==> config.mk <==
export PLATFORM = sky130hd
export DESIGN_NAME = cqg_mac
export DESIGN_NICKNAME = d
export VERILOG_FILES = /design/src/rtl/cqg_pkg.sv /design/src/rtl/cqg_mac.sv
export SDC_FILE = /design/constraint.sdc
export NUM_CORES = 1
export LEC_CHECK = 0
export ABC_CLOCK_PERIOD_IN_PS = 7500
export BUFFER_PORTS_ARGS = -buffer_cell sky130_fd_sc_hd__buf_2
export CORE_ASPECT_RATIO = 0.5
export CORE_MARGIN = 2
export CORE_UTILIZATION = 40
export CTS_BUF_LIST = sky130_fd_sc_hd__clkbuf_16
export DETAILED_ROUTE_END_ITERATION = 8
export GPL_TIMING_DRIVEN = 0
export PLACE_DENSITY = 0.59
export RECOVER_POWER = 25
export REMOVE_ABC_BUFFERS = 1
export SYNTH_ARGS = -nofsm -noshare
export SYNTH_HDL_FRONTEND = slang
export SYNTH_SLANG_ARGS = --single-unit
==> constraint.sdc <==
create_clock -name clk -period 7.5 [get_ports clk]
set_input_delay 0.75 -clock clk [delete_from_list [all_inputs] [get_ports clk]]
set_output_delay 0.75 -clock clk [all_outputs]
set_load 0.005 [all_outputs]
==> src/rtl/cqg_pkg.sv <==
// cqg_pkg: types, codes and constants of the controlled one-qubit gate block
// no dependencies
`timescale 1ns / 1ps
package cqg_pkg;

  localparam int AMP_W  = 16;
  localparam int ADDR_W = 10;
  localparam int CTRL_W = 10;
  localparam int GATE_W = 32;
  localparam int CFG_IDX_W = 3;

  typedef enum logic [1:0] {
    CMD_WRITE = 2'd0,
    CMD_READ  = 2'd1,
    CMD_APPLY = 2'd2,
    CMD_NONE  = 2'd3
  } cmd_t;

  typedef enum logic [1:0] {
    KIND_WRITE  = 2'd0,
    KIND_READ   = 2'd1,
    KIND_APPLY  = 2'd2,
    KIND_REJECT = 2'd3
  } kind_t;

  typedef enum logic [CFG_IDX_W-1:0] {
    REG_NUM_QUBITS = 3'd0,
    REG_TARGET     = 3'd1,
    REG_CTRL_MASK  = 3'd2,
    REG_CTRL_VALUE = 3'd3,
    REG_GATE_M00   = 3'd4,
    REG_GATE_M01   = 3'd5,
    REG_GATE_M10   = 3'd6,
    REG_GATE_M11   = 3'd7
  } cfg_reg_t;

  typedef enum logic [2:0] {
    S_IDLE,
    S_READ,
    S_SCAN,
    S_RD0,
    S_RD1,
    S_CALC,
    S_WR1
  } state_t;

  typedef struct packed {
    logic [1:0]              cmd;
    logic [ADDR_W-1:0]       address;
    logic signed [AMP_W-1:0] in_re;
    logic signed [AMP_W-1:0] in_im;
  } in_item_t;

  typedef struct packed {
    logic [1:0]              kind;
    logic signed [AMP_W-1:0] out_re;
    logic signed [AMP_W-1:0] out_im;
    logic                    saturated;
  } out_item_t;

  typedef struct packed {
    logic signed [AMP_W-1:0] im;
    logic signed [AMP_W-1:0] re;
  } amp_t;

  typedef struct packed {
    amp_t q0;
    amp_t q1;
    logic sat;
  } mac_res_t;

  localparam logic [GATE_W-1:0] GATE_DIAG_RESET = 32'h7FFF_7FFF;

endpackage

==> src/rtl/cqg_mac.sv <==
// cqg_mac: one shared multiplier computes the 2x2 complex product of a pair
// depends on cqg_pkg
`timescale 1ns / 1ps
module cqg_mac (
  input  logic                          clk,
  input  logic                          rst_n,
  input  logic                          start,
  input  cqg_pkg::amp_t                 a0,
  input  cqg_pkg::amp_t                 a1,
  input  logic [cqg_pkg::GATE_W-1:0]    m00,
  input  logic [cqg_pkg::GATE_W-1:0]    m01,
  input  logic [cqg_pkg::GATE_W-1:0]    m10,
  input  logic [cqg_pkg::GATE_W-1:0]    m11,
  output logic                          done,
  output cqg_pkg::mac_res_t             res
);
  import cqg_pkg::*;

  amp_t                  a0_r, a1_r;
  logic                  busy_r;
  logic [3:0]            step_r;
  logic                  pv_r;
  logic [3:0]            pstep_r;
  logic signed [17:0]    prod_r;
  logic signed [19:0]    acc_r;
  mac_res_t              res_r;
  logic                  done_r;

  logic [GATE_W-1:0]     gsel;
  logic signed [15:0]    gpart;
  amp_t                  asel;
  logic signed [AMP_W-1:0] apart;
  logic signed [31:0]    mult;
  logic signed [32:0]    rnd;
  logic                  neg;
  logic signed [19:0]    pterm;
  logic signed [19:0]    base;
  logic signed [19:0]    sum;
  logic signed [AMP_W-1:0] satv;
  logic                  ovf;

  always_comb begin
    if (step_r[1]) begin
      gsel = step_r[3] ? m11 : m01;
      asel = a1_r;
    end else begin
      gsel = step_r[3] ? m10 : m00;
      asel = a0_r;
    end
    gpart = step_r[0] ? gsel[31:16] : gsel[15:0];
    apart = (step_r[2] ^ step_r[0]) ? asel.im : asel.re;
    mult  = gpart * apart;
    rnd   = 33'(mult) + 33'sd16384;
    neg   = !pstep_r[2] && pstep_r[0];
    pterm = neg ? -20'(prod_r) : 20'(prod_r);
    base  = (pstep_r[1:0] == 2'd0) ? 20'sd0 : acc_r;
    sum   = base + pterm;
    ovf   = 1'b1;
    if (sum > 20'sd32767) begin
      satv = 16'sh7FFF;
    end else if (sum < -20'sd32768) begin
      satv = -16'sh8000;
    end else begin
      satv = sum[AMP_W-1:0];
      ovf  = 1'b0;
    end
  end

  always_ff @(posedge clk) begin
    if (!rst_n) begin
      busy_r <= 1'b0;
      step_r <= '0;
      pv_r   <= 1'b0;
      done_r <= 1'b0;
    end else begin
      done_r <= pv_r && (pstep_r == 4'hF);
      pv_r   <= busy_r;
      if (start) begin
        busy_r <= 1'b1;
        step_r <= '0;
      end else if (busy_r) begin
        step_r <= step_r + 4'd1;
        if (step_r == 4'hF) begin
          busy_r <= 1'b0;
        end
      end
    end
  end

  always_ff @(posedge clk) begin
    if (start) begin
      a0_r      <= a0;
      a1_r      <= a1;
      res_r.sat <= 1'b0;
    end
    pstep_r <= step_r;
    prod_r  <= rnd[32:15];
    if (pv_r) begin
      acc_r <= sum;
      if (pstep_r[1:0] == 2'd3) begin
        if (ovf) begin
          res_r.sat <= 1'b1;
        end
        unique case (pstep_r[3:2])
          2'd0: res_r.q0.re <= satv;
          2'd1: res_r.q0.im <= satv;
          2'd2: res_r.q1.re <= satv;
          default: res_r.q1.im <= satv;
        endcase
      end
    end
  end

  assign done = done_r;
  assign res  = res_r;

  a_start_idle: assert property (@(posedge clk) disable iff (!rst_n)
    start |-> !busy_r && !pv_r) else $error("mac started while busy");
  a_done_once: assert property (@(posedge clk) disable iff (!rst_n)
    done |=> !done) else $error("mac done held");
  a_done_after: assert property (@(posedge clk) disable iff (!rst_n)
    done |-> !busy_r) else $error("mac done while busy");

endmodule

==> metrics.txt, run 1 <==
Hold Vio Cnt, Final=0; cell with the most instances after synthesis=inv_1; Routed Antenna Nets=0; Layout area overhead=19.2%; final wirelength=48200 um; post-route minimum period=approximately 7.2 ns; CTS max path bufs=2; antenna violations before repair=4; slowest stage delay, CP=1.01 ns; FILL cells=3990; die area=about 47000 um^2; Worst Hold Depth=1; Relative slew margins=-1.37; H-tree depth=4; top area cells in the synthesized netlist=fa_1 (30%), edfxtp_1 (25%), ha_1 (6.9%); Die Y=154 um; routability cong.=0.879; DR vias=approximately 13000; # DRC=0; RSZ-0062 raised after global routing=no; Initial Util=0.408; Final WS setup=0.340 ns; CP dominant cell by count=fa_1; status=finished, violations left; hold crit path type=in -> reg; core area=roughly 44000 um^2; violated checks=capacitance limit, slew limit; worst path arrival time=approximately 7.5 ns; first-pass GRT wire length=around 74000 um; number of I/O port buffers=260; Setup crit end kind=register; CTS tree=yes; critical path required time=7.86 ns; row cnt=54; post-synth top area share=0.300; dpl hpwl=37100 um; die width=303 um; sequential element share of the synthesized area=0.282; top post-synthesis cells by count=inv_1 (325), fa_1 (268), nand2_1 (179), nor2_1 (154), edfxtp_1 (148); gr ovfl total=0; vias in the first global route=~13000; Post-synth ARST share=0; crit path max fanout=14; Max-Cap Viols=1; drt pass-1 iters=5; EDFF count, synth=148; skew final=0.0200 ns; Max Clk Rate=between 100 and 150 MHz; TritonCTS buffer count=17; post-synth top area cell=fa_1; Mapped Area=17900 um^2; critical path's slowest cell=o21ai_0; Syn Inst Count=between 1500 and 2000; Critical Path, Cell by Cell=buf_16, xnor2_4, buf_12, nand2_1, nand2_1, o21ai_0, nor2_1, fa_1, fa_1, ha_1, inv_1, fa_1, inv_1, fa_1, fa_1, ha_1, a21oi_1, o21ai_1, or3_1, a211o_1, and2_4, a31oi_2, nand2_1, o311ai_2; GRT Overall Usage=0.212; crit path launch type=register; Ports=261; clock transition at the registers of the reported paths=0.09 ns; Via density=5.02; final net count=2516; Buf/Inv on CP=4; number of synthesized register bits=178; Setup Viol. Count Final=0; Reg2Reg Depth=24; CP Class=reg -> reg; initial drt markers=about 900; post-route clock period utilization=0.955; Worst-Skew Late Latency=0.47 ns; crit-path leading delay family=adder cells; pre-CTS setup slack=-0.679 ns; Root Driver=clkbuf_16; Setup TNS Final=0 ns; pin count of the biggest net entering global routing=65; Clock Sinks=178; layout cells sized above 1=0.232; warnings from Yosys=0; Levels on crit path=24; ys flop type=edfxtp_1; Syn Area/Cell=10.8 um^2; Worst-Margin Slew=3.55 ns; Distinct cells, synth=67; DR WL/cell=18.8 um; max-slew violation count=65
## worst paths after layout
| kind | startpoint | endpoint | slack [ns] |
|---|---|---|---|
| setup / recovery | step_r[0] | prod_r[14] | 0.34 |
| hold / removal | a1[1] | a1_r[1] | 0.45 |
| setup reg to reg | step_r[0] | prod_r[14] | 0.34 |
| hold reg to reg | res[0] | res[0] | 0.47 |
## cells in the final DEF, fill, tap and decap left out, types with 17 or more instances in the layout
| cell type | netlist | layout |
|---|---|---|
| a21o_1 | 17 | 17 |
| a21oi_1 | 37 | 35 |
| buf_2 | 5 | 257 |
| buf_4 | 0 | 42 |
| clkbuf_16 | 0 | 20 |
| dfxtp_1 | 30 | 26 |
| edfxtp_1 | 148 | 148 |
| fa_1 | 268 | 265 |
| ha_1 | 99 | 99 |
| inv_1 | 325 | 324 |
| mux4_2 | 39 | 39 |
| nand2_1 | 179 | 179 |
| nand3_1 | 19 | 19 |
| nor2_1 | 154 | 151 |
| nor2b_1 | 23 | 23 |
| o21ai_0 | 33 | 31 |
| xnor2_1 | 43 | 42 |
## area by class of cell
class / instances / area [um^2] / area share
sequential: 178 / 5060 / 0.237
tap: 588 / 736 / 0.0345
clock inverter: 15 / 214 / 0.0100
inverter: 326 / 1230 / 0.0575
timing repair buffer: 317 / 1910 / 0.0893
antenna: 3 / 7.51 / 0.000352
multi-input combinational: 1114 / 11800 / 0.551
clock buffer: 17 / 425 / 0.0199
## state kept, by name, summed over array words and instances, names as in the netlist
| signal | flops |
|---|---|
| a0_r | 32 |
| a1_r | 32 |
| acc_r | 20 |
| busy_r | 1 |
| done | 1 |
| prod_r | 18 |
| pstep_r | 4 |
| pv_r | 1 |
| res | 65 |
| step_r | 4 |
## through the flow
step / utilization / instances / cell area (um^2) / hold slack [ns]
after floorplan: - / 1618 / 17700 / 0.420
after global placement: 0.450 / 2466 / 19800 / 0.471
after detailed placement: 0.456 / 2477 / 20000 / 0.424
after CTS: 0.476 / 2517 / 20900 / 0.420
after global routing: 0.487 / 2556 / 21300 / 0.426
final: 0.487 / 2558 / 21300 / 0.455
## worst register-to-register path, delay by kind of cell, from the launching register on
family / cells / cell delay, ns
AOI/OAI and AO/OA: 6 / 2.09
buffers and inverters: 4 / 0.46
and+or+nand+nor: 6 / 0.97
xor gates and xnor gates: 1 / 0.13
adders and majority gates: 7 / 2.95
DFF: 1 / 0.47
## routing by layer
layer,track usage,vias to the layer above,part of all wire
li1,-,5958,-
met1,0.314,6358,0.47
met2,0.313,491,0.42
met3,0.0586,41,0.096
met4,0.0389,4,0.013
met5,0,-,0.00044
## logic make-up after synthesis
group                      synth area share
adders and majority gates             0.369
and+or+nand+nor                       0.111
xor gates and xnor gates             0.0294
buffers and inverters                0.0784
muxes                                0.0716
DFF                                   0.282
AOI/OAI and AO/OA                    0.0587
## what timing repair did
action / CTS / global route
setup endpoints to repair: 17 / 12
hold buffers: 0 / 0
setup buffers: 7 / 35
pin swaps: 1 / 2
gates resized for setup: 28 / 27
cloned: 1 / 3
Power of run 1 is not shown: default switching activity piles up to over one toggle a cycle in this logic, so the estimate is an artifact.
==> inputs of run 2 (changes only) <==
ABC_CLOCK_PERIOD_IN_PS = 6580   (was 7500)
clock period = 6.58 ns   (was 7.5 ns; I/O delays follow)
==> run 2 against run 1 <==
Register-to-register slack got worse by 0.61 ns. Clock-buffer cell count unchanged. Fmax increased by 4.5%. Non-clock buffer count increased by 83. Highest routed layer unchanged. Design area increased by 5.6%. Routed wire length increased by 3.9%. Hold slack got worse by 0.091 ns. Die area unchanged. Via count increased by 3.9%. Worst setup slack got worse by 0.61 ns. The flow finishes with violations (capacitance limit, slew limit, setup timing). Core utilization increased by 2.7 points.
==> metrics.txt, run 2 (synthesis gave the netlist of run 1 again) <==
hold crit path type=in -> reg; slowest stage delay, CP=0.58 ns (-0.43 ns); routability cong.=0.879 (unchanged); Setup crit end kind=register; pin count of the biggest net entering global routing=65 (unchanged); met2 usage=0.330 (+0.0171); Routed Antenna Nets=0 (unchanged); final wirelength=50100 um (+3.9%); Max-Cap Viols=1 (unchanged); Final WS setup=-0.270 ns (-0.610 ns); layout cells sized above 1=0.297 (+0.0647); final net count=2599 (+3.3%); Relative slew margins=-1.36 (+0.00727); Setup TNS Final=-1.79 ns (-1.79 ns); CTS max path bufs=2 (unchanged); status=finished, violations left; violated checks=capacitance limit, slew limit, setup timing; drt pass-1 iters=5 (unchanged); Hold Vio Cnt, Final=0 (unchanged); row cnt=54 (unchanged); Worst-Skew Late Latency=0.47 ns (about the same); Global Route met1 Usage=0.321 (+0.00717); cts hold-fix bufs=0 (unchanged); dpl hpwl=37100 um (unchanged); DR vias=13300 (+3.9%); number of I/O port buffers=260 (unchanged); M3 GR Usage=0.0661 (+0.00749); CP dominant cell by count=fa_1; critical path required time=6.91 ns (-0.95 ns); post-route clock period utilization=1.04 (+0.0863); most frequent cells in the layout=inv_1 (311), buf_2 (257), fa_1 (256); initial drt markers=959 (+6.4%); Largest register FFs=65 (unchanged); grt peak-use layer=met2; DR WL/cell=19.0 um (+0.74%); first-pass GRT wire length=77500 um (+4.8%); # DRC=0 (unchanged); pre-CTS setup slack=-1.60 ns (-0.920 ns); die width=303 um (unchanged); RSZ-0062 raised after global routing=yes; core area=43800 um^2 (unchanged); TritonCTS buffer count=17 (unchanged); hold_ws=0.364 ns (-0.0909 ns); Critical Path, Cell by Cell=buf_6, buf_16, mux4_2, buf_4, mux2i_4, buf_6, nor2_1, fa_1, fa_1, fa_1, fa_2, fa_1, inv_1, fa_1, inv_1, ha_2, a211oi_2, o21ai_2, or3_4, and2_4, a311o_1, a31oi_2, xnor2_1; crit path max fanout=6 (-8); crit path launch type=register; skew final=0.0178 ns (-0.00216 ns); Initial Util=0.408 (unchanged); Via density=5.06 (+0.66%); commonest non-fill, non-tap cell in the layout=inv_1; post-route minimum period=6.85 ns (-0.310 ns); Setup Viol. Count Final=13 (+13); vias in the first global route=13700 (+5.9%); worst path arrival time=7.18 ns (-0.34 ns); Ports=261 (unchanged); Layout area overhead=25.9%; clock transition at the registers of the reported paths=0.09 ns (about the same); Die Y=154 um (unchanged); Worst-Margin Slew=3.54 ns (-0.0109 ns); CTS tree=yes; critical path's slowest cell=fa_1; CP Class=reg -> reg; Clock Sinks=178 (unchanged); die area=46600 um^2 (unchanged); GRT Overall Usage=0.223 (+0.0105); H-tree depth=4 (unchanged); Core Util, Final=0.514 (+0.0273); Max Clk Rate=146 MHz (+4.5%); antenna violations before repair=2 (-2); gr ovfl total=0 (unchanged); Root Driver=clkbuf_16; max-slew violation count=65 (unchanged)
-- run 2: cell count changes in the layout (fill, tap and decap cells not counted), moves of 7 or more --
cell,delta
mux2_4,+8
buf_4,+63
inv_1,-13
inv_2,+13
buf_6,+12
mux2_2,-8
fa_1,-9
ha_4,+9
fa_2,+9
ha_1,-12
nand2_1,-7
-- run 2: through the flow --
step	cells	instance area, um^2
floorplan	1618	17700
global placement	2466	19800
detailed placement	2477	20000
CTS	2613	22300
global route	2638	22500
finish	2639	22500
-- run 2: path summary, 6_finish.rpt --
path	from	end	slack, ns	cells past startpoint
max reg2reg	step_r[3]	prod_r[17]	-0.27	23
min reg2reg	res[0]	res[0]	0.47	2
max	step_r[3]	prod_r[17]	-0.27	23
min	a0[2]	a0_r[2]	0.36	1
-- run 2: cell type report --
type                       instances  area, um^2
fill                            3882       21300
timing repair buffer             400        2700
multi-input combinational       1114       12200
clock inverter                    15         214
inverter                         326        1230
clock buffer                      17         425
antenna                            1        2.50
sequential                       178        5060
tap                              588         736
-- run 2: critical path: cells and delay by family, from the launching register on --
kind,cells,cell delay [ns]
muxes,2,0.80
buffers and inverters,6,0.76
adders and majority gates,7,3.20
xor gates and xnor gates,1,0.08
and+or+nand+nor,3,0.60
DFF,1,0.46
AOI/OAI and AO/OA,4,0.79
-- run 2: repair_timing --
item,4_1_cts,5_1_grt
setup endpoints to repair,18,17
pin swaps,20,9
buffers inserted,99,24
gates resized for setup,147,21
gates cloned,5,1
-- run 2: layer usage --
| layer | share of wire | wire length (um) | up-vias |
|---|---|---|---|
| met1 | 0.46 | 23200 | 6632 |
| met3 | 0.092 | 4590 | 72 |
| met5 | 0.00052 | 26 | - |
| li1 | - | - | 6133 |
| met2 | 0.42 | 21200 | 506 |
| met4 | 0.020 | 1010 | 4 |
Power of run 2 is left out for the same reason.
